<file path="config.mk">
export PLATFORM = sky130hd
export DESIGN_NAME = mhpq_seq
export DESIGN_NICKNAME = d
export VERILOG_FILES = /design/src/rtl/core/mhpq_pkg.sv /design/src/rtl/core/mhpq_seq.sv
export SDC_FILE = /design/constraint.sdc
export NUM_CORES = 1
export LEC_CHECK = 0
export ABC_AREA = 1
export BUFFER_PORTS_ARGS = -buffer_cell sky130_fd_sc_hd__buf_2
export CORE_MARGIN = 8
export CORE_UTILIZATION = 55
export CTS_BUF_LIST = sky130_fd_sc_hd__clkbuf_2
export DETAILED_ROUTE_END_ITERATION = 8
export PLACE_DENSITY = 0.77
export SYNTH_ARGS = -nofsm -noshare
export SYNTH_HDL_FRONTEND = slang
export SYNTH_SLANG_ARGS = --single-unit
</file>
<file path="constraint.sdc">
create_clock -name clk -period 4 [get_ports clk]
set_input_delay 0.2 -clock clk [delete_from_list [all_inputs] [get_ports clk]]
set_output_delay 0.2 -clock clk [all_outputs]
set_load 0.01 [all_outputs]
</file>
<file path="src/rtl/core/mhpq_pkg.sv">
// Package: types and constants of the min-heap priority queue.
`default_nettype none
package mhpq_pkg;
	localparam int Capacity = 1024;
	localparam int AddrBits = 10;
	localparam int CountBits = 11;
	localparam int KeyBits = 32;

	localparam logic [2:0] FUNC_INSERT = 3'd0;
	localparam logic [2:0] FUNC_DEL_MIN = 3'd1;
	localparam logic [2:0] FUNC_DECREASE = 3'd2;
	localparam logic [2:0] FUNC_INCREASE = 3'd3;
	localparam logic [2:0] FUNC_DEL_POS = 3'd4;

	localparam logic [1:0] STAT_OK = 2'd0;
	localparam logic [1:0] STAT_EMPTY = 2'd1;
	localparam logic [1:0] STAT_FULL = 2'd2;
	localparam logic [1:0] STAT_RANGE = 2'd3;

	localparam logic signed [KeyBits-1:0] KEY_MAX = {1'b0, {(KeyBits-1){1'b1}}};
	localparam logic signed [KeyBits-1:0] KEY_MIN = {1'b1, {(KeyBits-1){1'b0}}};

	typedef struct packed {
		logic [2:0] func;
		logic signed [31:0] new_key;
		logic [9:0] position;
		logic [30:0] amount;
	} in_item_t;

	typedef struct packed {
		logic [1:0] status;
		logic signed [31:0] removed_key;
		logic signed [31:0] min_key;
		logic [10:0] entry_total;
	} out_item_t;

	// memory port request from the sequencer
	typedef struct packed {
		logic we;
		logic [AddrBits-1:0] waddr;
		logic signed [KeyBits-1:0] wdata;
		logic [AddrBits-1:0] raddr;
	} mem_req_t;
endpackage
`default_nettype wire

</file>
<file path="src/rtl/core/mhpq_seq.sv">
// Operation sequencer: checks, key update and sift walks over the key store.
`default_nettype none
module mhpq_seq (
	input  wire logic clk,
	input  wire logic arst_n,
	input  wire logic in_valid,
	output logic in_ready,
	input  wire mhpq_pkg::in_item_t in_item,
	output logic out_valid,
	input  wire logic out_ready,
	output mhpq_pkg::out_item_t out_item,
	output mhpq_pkg::mem_req_t mreq,
	input  wire logic signed [mhpq_pkg::KeyBits-1:0] rdata
);
	import mhpq_pkg::*;

	localparam logic [3:0] ST_IDLE   = 4'd0;
	localparam logic [3:0] ST_RD_IDX = 4'd1;   // read slot under work
	localparam logic [3:0] ST_RD_END = 4'd2;   // slot key arrives, read last slot
	localparam logic [3:0] ST_LAST   = 4'd3;   // last slot key arrives
	localparam logic [3:0] ST_UP_RD  = 4'd4;   // read parent of the hole
	localparam logic [3:0] ST_UP_CMP = 4'd5;   // parent key arrives
	localparam logic [3:0] ST_DN_RL  = 4'd6;   // read left child
	localparam logic [3:0] ST_DN_RR  = 4'd7;   // left key arrives, read right child
	localparam logic [3:0] ST_DN_CMP = 4'd8;   // right key arrives
	localparam logic [3:0] ST_ROOTR  = 4'd9;   // read root
	localparam logic [3:0] ST_ROOT   = 4'd10;  // root key arrives, result out

	logic [3:0] state_q;
	logic [2:0] func_q;
	logic [30:0] amt_q;
	logic [CountBits-1:0] cnt_q;
	logic [AddrBits-1:0] idx_q;       // hole: slot the moving key belongs to
	logic signed [KeyBits-1:0] cur_q, lkey_q, removed_q;
	logic [1:0] status_q;
	logic down_after_q;  // delete at position: try down when up does not move
	logic moved_q;       // sift up moved the key
	logic [CountBits:0] lch, rch;
	logic [AddrBits-1:0] par;
	logic signed [KeyBits:0] adj;
	logic signed [KeyBits-1:0] sat_key;
	logic up_move, l_in, dn_lok, dn_rok, dn_move;

	assign lch = {1'b0, idx_q, 1'b1};
	assign rch = lch + (CountBits+1)'(1);
	assign par = (idx_q - AddrBits'(1)) >> 1;

	assign in_ready = (state_q == ST_IDLE) && !out_valid;

	always_comb begin
		adj = (func_q == FUNC_DECREASE) ? ($signed({rdata[KeyBits-1], rdata}) - $signed({2'b0, amt_q}))
			: ($signed({rdata[KeyBits-1], rdata}) + $signed({2'b0, amt_q}));
		sat_key = (adj > $signed({KEY_MAX[KeyBits-1], KEY_MAX})) ? KEY_MAX
			: (adj < $signed({KEY_MIN[KeyBits-1], KEY_MIN})) ? KEY_MIN
			: adj[KeyBits-1:0];
	end

	// compare terms; ties stay put, equal children pick the left one
	assign up_move = rdata > cur_q;
	assign l_in = lch < {1'b0, cnt_q};
	assign dn_lok = lkey_q < cur_q;
	assign dn_rok = (rch < {1'b0, cnt_q}) && (rdata < (dn_lok ? lkey_q : cur_q));
	assign dn_move = dn_lok || dn_rok;

	// key store request, one access of each kind per cycle
	always_comb begin
		mreq = '0;
		unique case (state_q)
			ST_RD_IDX: mreq.raddr = idx_q;
			ST_RD_END: mreq.raddr = AddrBits'(cnt_q - CountBits'(1));
			ST_UP_RD: begin
				if (idx_q == '0) begin
					if (!(down_after_q && !moved_q)) begin
						mreq.we = 1'b1;
						mreq.waddr = '0;
						mreq.wdata = cur_q;
					end
				end else begin
					mreq.raddr = par;
				end
			end
			ST_UP_CMP: begin
				if (up_move || !(down_after_q && !moved_q)) begin
					mreq.we = 1'b1;
					mreq.waddr = idx_q;
					mreq.wdata = up_move ? rdata : cur_q;
				end
			end
			ST_DN_RL: begin
				if (l_in) begin
					mreq.raddr = lch[AddrBits-1:0];
				end else begin
					mreq.we = 1'b1;
					mreq.waddr = idx_q;
					mreq.wdata = cur_q;
				end
			end
			ST_DN_RR: mreq.raddr = rch[AddrBits-1:0];
			ST_DN_CMP: begin
				mreq.we = 1'b1;
				mreq.waddr = idx_q;
				mreq.wdata = dn_move ? (dn_rok ? rdata : lkey_q) : cur_q;
			end
			ST_ROOTR: mreq.raddr = '0;
			default: ;
		endcase
	end

	always_ff @(posedge clk or negedge arst_n) begin
		if (!arst_n) begin
			state_q <= ST_IDLE;
			cnt_q <= '0;
			out_valid <= 1'b0;
			out_item <= '0;
			func_q <= '0;
			amt_q <= '0;
			idx_q <= '0;
			cur_q <= '0;
			lkey_q <= '0;
			removed_q <= '0;
			status_q <= STAT_OK;
			down_after_q <= 1'b0;
			moved_q <= 1'b0;
		end else begin
			if (out_valid && out_ready) begin
				out_valid <= 1'b0;
			end
			unique case (state_q)
				ST_IDLE: begin
					if (in_valid && in_ready) begin
						func_q <= in_item.func;
						amt_q <= in_item.amount;
						status_q <= STAT_OK;
						removed_q <= '0;
						down_after_q <= (in_item.func == FUNC_DEL_POS);
						moved_q <= 1'b0;
						state_q <= ST_ROOTR;
						unique case (in_item.func)
							FUNC_INSERT: begin
								if (cnt_q == CountBits'(Capacity)) begin
									status_q <= STAT_FULL;
								end else begin
									idx_q <= cnt_q[AddrBits-1:0];
									cur_q <= in_item.new_key;
									cnt_q <= cnt_q + CountBits'(1);
									state_q <= ST_UP_RD;
								end
							end
							FUNC_DEL_MIN: begin
								if (cnt_q == '0) begin
									status_q <= STAT_EMPTY;
									removed_q <= KEY_MAX;
								end else begin
									idx_q <= '0;
									state_q <= ST_RD_IDX;
								end
							end
							FUNC_DECREASE, FUNC_INCREASE, FUNC_DEL_POS: begin
								if (cnt_q == '0) begin
									status_q <= STAT_EMPTY;
								end else if ({1'b0, in_item.position} >= cnt_q) begin
									status_q <= STAT_RANGE;
								end else begin
									idx_q <= in_item.position;
									state_q <= ST_RD_IDX;
								end
							end
							default: ;
						endcase
					end
				end
				ST_RD_IDX: begin
					state_q <= ST_RD_END;
				end
				ST_RD_END: begin
					unique case (func_q)
						FUNC_DEL_MIN: begin
							removed_q <= rdata;
							cnt_q <= cnt_q - CountBits'(1);
							state_q <= ST_LAST;
						end
						FUNC_DEL_POS: begin
							cnt_q <= cnt_q - CountBits'(1);
							state_q <= ST_LAST;
						end
						FUNC_DECREASE: begin
							cur_q <= sat_key;
							state_q <= ST_UP_RD;
						end
						FUNC_INCREASE: begin
							cur_q <= sat_key;
							state_q <= ST_DN_RL;
						end
						default: state_q <= ST_ROOTR;
					endcase
				end
				ST_LAST: begin
					// last key fills the hole unless the hole was the last slot
					cur_q <= rdata;
					if ({1'b0, idx_q} >= cnt_q) begin
						state_q <= ST_ROOTR;
					end else begin
						state_q <= (func_q == FUNC_DEL_POS) ? ST_UP_RD : ST_DN_RL;
					end
				end
				ST_UP_RD: begin
					if (idx_q == '0) begin
						state_q <= (down_after_q && !moved_q) ? ST_DN_RL : ST_ROOTR;
					end else begin
						state_q <= ST_UP_CMP;
					end
				end
				ST_UP_CMP: begin
					if (up_move) begin
						idx_q <= par;
						moved_q <= 1'b1;
						state_q <= ST_UP_RD;
					end else begin
						state_q <= (down_after_q && !moved_q) ? ST_DN_RL : ST_ROOTR;
					end
				end
				ST_DN_RL: begin
					state_q <= l_in ? ST_DN_RR : ST_ROOTR;
				end
				ST_DN_RR: begin
					lkey_q <= rdata;
					state_q <= ST_DN_CMP;
				end
				ST_DN_CMP: begin
					if (dn_move) begin
						idx_q <= dn_rok ? rch[AddrBits-1:0] : lch[AddrBits-1:0];
						state_q <= ST_DN_RL;
					end else begin
						state_q <= ST_ROOTR;
					end
				end
				ST_ROOTR: begin
					state_q <= ST_ROOT;
				end
				ST_ROOT: begin
					out_valid <= 1'b1;
					out_item.status <= status_q;
					out_item.removed_key <= removed_q;
					out_item.min_key <= (cnt_q == '0) ? KEY_MAX : rdata;
					out_item.entry_total <= cnt_q;
					state_q <= ST_IDLE;
				end
				default: state_q <= ST_IDLE;
			endcase
		end
	end
endmodule
`default_nettype wire
</file>
==> impl_metrics.ini, run 1 <==
[status]
status = aborted with a tool error
flow.stopped_at = global routing
stop_error = [ERROR GRT-0232] Routing congestion too high. Check the congestion heatmap in the GUI.

[yosys]
synthArstFlopShare_pct = 100
syn-num-nets = 2705
avgSynthCellArea_sq_um = 7.37
synthCells = 2420
ys_seq_elements = 237
ys.flop_type = dfrtp_1
synth_edf_count = 0
seq_area_frac_synth_pct = 33.2
synth_area_sq_um = 17800
netlist-cell-type-count = 61
yosysWarnings = 0

[placement]
port_buffers = 243
gp_congestion = 1.01
dp_hpwl_mm = 55.3
place_ws_ns = -0.644

[sta]
worst-ep-kind = top-level output
grt_worst_setup_endpoint = mreq[27]

[grt]
grt_max_degree = 116
antenna_found_initial = 23
grtUsageTotal_pct = 77.5
grt_overflow = 174

[floorplan]
rows = 66
die_y_um = 196
pin_count = 244
initial_utilization_pct = 55.4
dieWidth_um = 196

[clocking]
numClockSinks = 237
numCtsBuffers = 67
clock_path_buffers = 3
htree_levels = 3
cts-root-buf = clkbuf_2
==> metrics by stage <==
stage | cell area [sq um] | cells
after detailed placement | 21900 | 3314
after global placement | 21900 | 3314
after floorplan | 17900 | 2420
after CTS | 26200 | 3670
==> cell usage after synthesis, types with 6 or more instances <==
cell	count	share of area, %
a31oi_1	38	1.3
o22ai_1	6	0.21
nand4_1	28	0.98
inv_1	261	5.5
or2_0	19	0.67
nor3_1	36	1.0
o211ai_1	15	0.63
nor2_1	217	4.6
nand3_1	55	1.5
clkinv_1	8	0.17
o21ai_0	240	6.7
a22oi_1	67	2.8
o221ai_1	12	0.59
o21ai_1	7	0.20
xor2_1	48	2.4
ha_1	172	12
nor4_1	11	0.39
buf_2	8	0.22
or2_2	7	0.25
a211oi_1	11	0.46
xnor2_1	26	1.3
a21oi_2	12	0.59
nor2_2	11	0.39
nand2_1	525	11
clkbuf_1	80	1.7
dfrtp_1	237	33
a21oi_1	186	5.2
==> cells by family after synthesis <==
kind of cell	synth area share, %
flip-flops	33.2
AND/OR/NAND/NOR	21.8
buffers and inverters	8.12
adder cells (fa/ha/maj)	12.2
XOR/XNOR	3.63
AO/OA/AOI/OAI	21.0
==> repair_timing <==
action,CTS
pin swaps,63
setup buffers,42
setup endpoints to repair,92
hold buffers,186
cloned,19
gates resized for setup,295
hold endpoints to repair,331
==> layer usage <==
| layer | overflow | GRT usage [%] |
|---|---|---|
| met1 | 10 | 79.4 |
| met2 | 83 | 89.8 |
| met3 | 10 | 67.4 |
| met4 | 66 | 69.5 |
| met5 | 5 | 44.5 |
==> inputs of run 2 (changes only) <==
--- a/config.mk
+++ b/config.mk
@@ -8,10 +8,9 @@
 export ABC_AREA = 1
 export BUFFER_PORTS_ARGS = -buffer_cell sky130_fd_sc_hd__buf_2
 export CORE_MARGIN = 8
-export CORE_UTILIZATION = 55
-export CTS_BUF_LIST = sky130_fd_sc_hd__clkbuf_2
+export CORE_UTILIZATION = 40
 export DETAILED_ROUTE_END_ITERATION = 8
-export PLACE_DENSITY = 0.77
+export PLACE_DENSITY_LB_ADDON = 0.15
 export SYNTH_ARGS = -nofsm -noshare
 export SYNTH_HDL_FRONTEND = slang
 export SYNTH_SLANG_ARGS = --single-unit
==> constraint.sdc (replaced) <==
create_clock -name clk -period 5.2 [get_ports clk]
set_input_delay 0.26 -clock clk [delete_from_list [all_inputs] [get_ports clk]]
set_output_delay 0.26 -clock clk [all_outputs]
set_load 0.01 [all_outputs]
==> run 2 against run 1 <==
Compared with the run above:
- the run now ends clean
- area after synthesis unchanged
- synthesized cell count is the same
==> impl_metrics.ini, run 2 <==
[power_and_ir_drop]
seq_power_share_pct = 19.2
switching_share_pct = 51.1
power.total_mw = 18.9
clkPwrFrac_pct = 10.7
internal-power_mw = 9.24
ir_worst_vdd_uv = 518
power_switching_mw = 9.67
p_leak_nw = 11.1
power_frac_comb_pct = 70.1
p_per_area_nw_per_um2 = 850

[drt]
initialDrtViolationCount = 1702
drt_wl_total_mm = 69.8
vias_per_cell = 5.50
ant_nets = 0
first_pass_iters = 5
drc = 0
vias = 18300
wl_per_cell_um = 21.0

[final_layout]
n_antenna_cell = 0
ff_latch_area_sq_um = 5940
fill_cells = 4470
area_delta_synth_final_pct = 24.6
top_register = out_item
multi_input_area_sq_um = 11100
post-route-util_pct = 50.4
nets = 3002
layout_commonest_cell = nand2_1
largest_reg_flops = 77
post-route-cell-area_sq_um = 22200
drive_above_1_share_pct = 20.3
layout_common_cells = nand2_1, buf_2, inv_1, dfrtp_1, nor2_1

[placement]
port_buffers = 243
dp_hpwl_mm = 52.8
placed_cell_area_sq_um = 19700
gp_congestion = 0.931

[setup_path]
worstPathMaxFanout = 8
max_stage_delay_ns = 0.41
regToRegEndpoint = cur_q[20]
r2r-start = amt_q[0]
worst_setup_path_start_kind = register
slowest_stage = dfrtp_1
critPathArrivalTime_ns = 4.84
crit_required_ns = 4.94
critPathMostFrequentCell = nand2_2
worstSetupEndpointType = output pin
r2r.worst_path.cells = 24
critPathKind = register to output pin
r2r_slack_ns = 0.40

[clocking]
cts-root-buf = clkbuf_16
clock_path_buffers = 3
clk_pin_slew_worst_paths_ns = 0.06
htree_levels = 1
numClockSinks = 237
clk_latency_ns = 0.58
cts_tree = done
numCtsBuffers = 29

[grt]
antenna_found_initial = 2
grtUsageTotal_pct = 25.6
grt_pass1_vias = 17400
grt_pass1_wl_mm = 103
grt_max_degree = 108
grt_overflow = 0

[yosys]
syn-num-nets = 2705
synth_top_cell_by_area = dfrtp_1
netlist_top_cells_count = nand2_1, inv_1, o21ai_0
synth_edf_count = 0
synthArstFlopShare_pct = 100
ys_seq_elements = 237
synth_top_area_share_pct = 33.2
seq_area_frac_synth_pct = 33.2
synth_area_sq_um = 17800
synth.area.top_cells = dfrtp_1, ha_1, nand2_1
synthCells = 2420
netlist-cell-type-count = 61
yosysMostFrequentCell = nand2_1
yosysWarnings = 0
avgSynthCellArea_sq_um = 7.37
ys.flop_type = dfrtp_1

[sta]
setup_violations = 0
period_share_pct = 98.1
finalMaxSlewViolations = 0
hold_violations = 0
relSlewSlack_pct = 27.9
tightest_slew_ns = 1.08
finClkSkew_ns = 0.0153
finalCriticalPeriod_ns = 5.10
clock.fmax_mhz = 196

[worst_hold_path]
holdPathStages = 3
hold_path_class = input pin to register
min_delay_worst_endpoint = func_q[0]
min-delay-start = in_item[73]

[status]
status = finished, final reports clean

[floorplan]
core_sq_um = 44100
dieArea_sq_um = 51600
dieWidth_um = 227
rows = 77
initial_utilization_pct = 40.4
die_y_um = 227
pin_count = 244

[flow_run]
maxCapViolations = 0
-- run 2: cell counts after synthesis --
Identical to the previous run, type by type.
-- run 2: how the worst max path moves through the flow --
stage	from	end	slack, ns	cells after the start
after CTS	cur_q[15]	mreq[29]	-0.006	27
after detailed placement	amt_q[0]	cur_q[20]	0.03	25
after floorplan	amt_q[2]	cur_q[10]	0.89	25
after global placement	amt_q[0]	cur_q[2]	0.23	24
final	cur_q[21]	mreq[27]	0.10	28
after global routing	cur_q[21]	mreq[37]	-0.06	27
-- run 2: timing repair --
action                                  4_1_cts  5_1_grt
endpoints found under the setup margin       32       70
gates resized for setup                      20      161
gates cloned                                  3        6
hold buffers                                 36        0
endpoints found under the hold margin        91        0
pin swaps                                     9       34
setup buffers                                 9       35
-- run 2: per-layer routing --
layer	part of all wire, %	global-route usage [%]	vias to the layer above
met5	0.019	0	-
met4	2.5	6.13	2
met3	8.3	4.77	97
met2	42	37.4	742
met1	47	38.6	8724
li1	-	-	8771
-- run 2: per-stage QoR --
stage	hold WS (ns)	std cells	TNS, ns	worst slack (ns)
global placement	0.213	3190	0	0.227
CTS	0.00689	3291	-0.0156	-0.00607
global route	0.0730	3331	-0.636	-0.0649
finish	0.0298	3331	0	0.100
detailed placement	0.217	3190	0	0.0341
floorplan	-0.0356	2420	0	0.891
-- run 2: power by group through the flow --
stage	sequential (mW)	clock [mW]	combinational (mW)
finish	3.63	2.03	13.3
global route	3.73	2.14	14.5
CTS	3.53	2.08	11.6
detailed placement	3.56	0	10.8
global placement	3.55	0	10.6
floorplan	3.44	0	7.55
-- run 2: area by class of cell --
| type | instances | area share, % |
|---|---|---|
| Clock inverter | 12 | 0.568 |
| Sequential cell | 237 | 26.7 |
| Inverter | 271 | 4.59 |
| Multi-Input combinational cell | 1813 | 50.1 |
| Timing Repair Buffer | 365 | 11.0 |
| Tap cell | 592 | 3.33 |
| Clock buffer | 41 | 3.69 |
-- run 2: critical path, delay by kind of cell, from the launching register on --
kind,cells,cell delay (ns)
compound gates,7,1.05
buf+inv,4,0.66
simple gates,15,1.61
fa+ha+maj,2,0.52
flops,1,0.41
-- run 2: logic make-up after synthesis --
family,Yosys count,synth area share (%)
simple gates,930,21.8
compound gates,636,21.0
buf+inv,370,8.12
flops,237,33.2
fa+ha+maj,173,12.2
xor+xnor,74,3.63
Note: power is estimated with default switching activity, not from simulation.
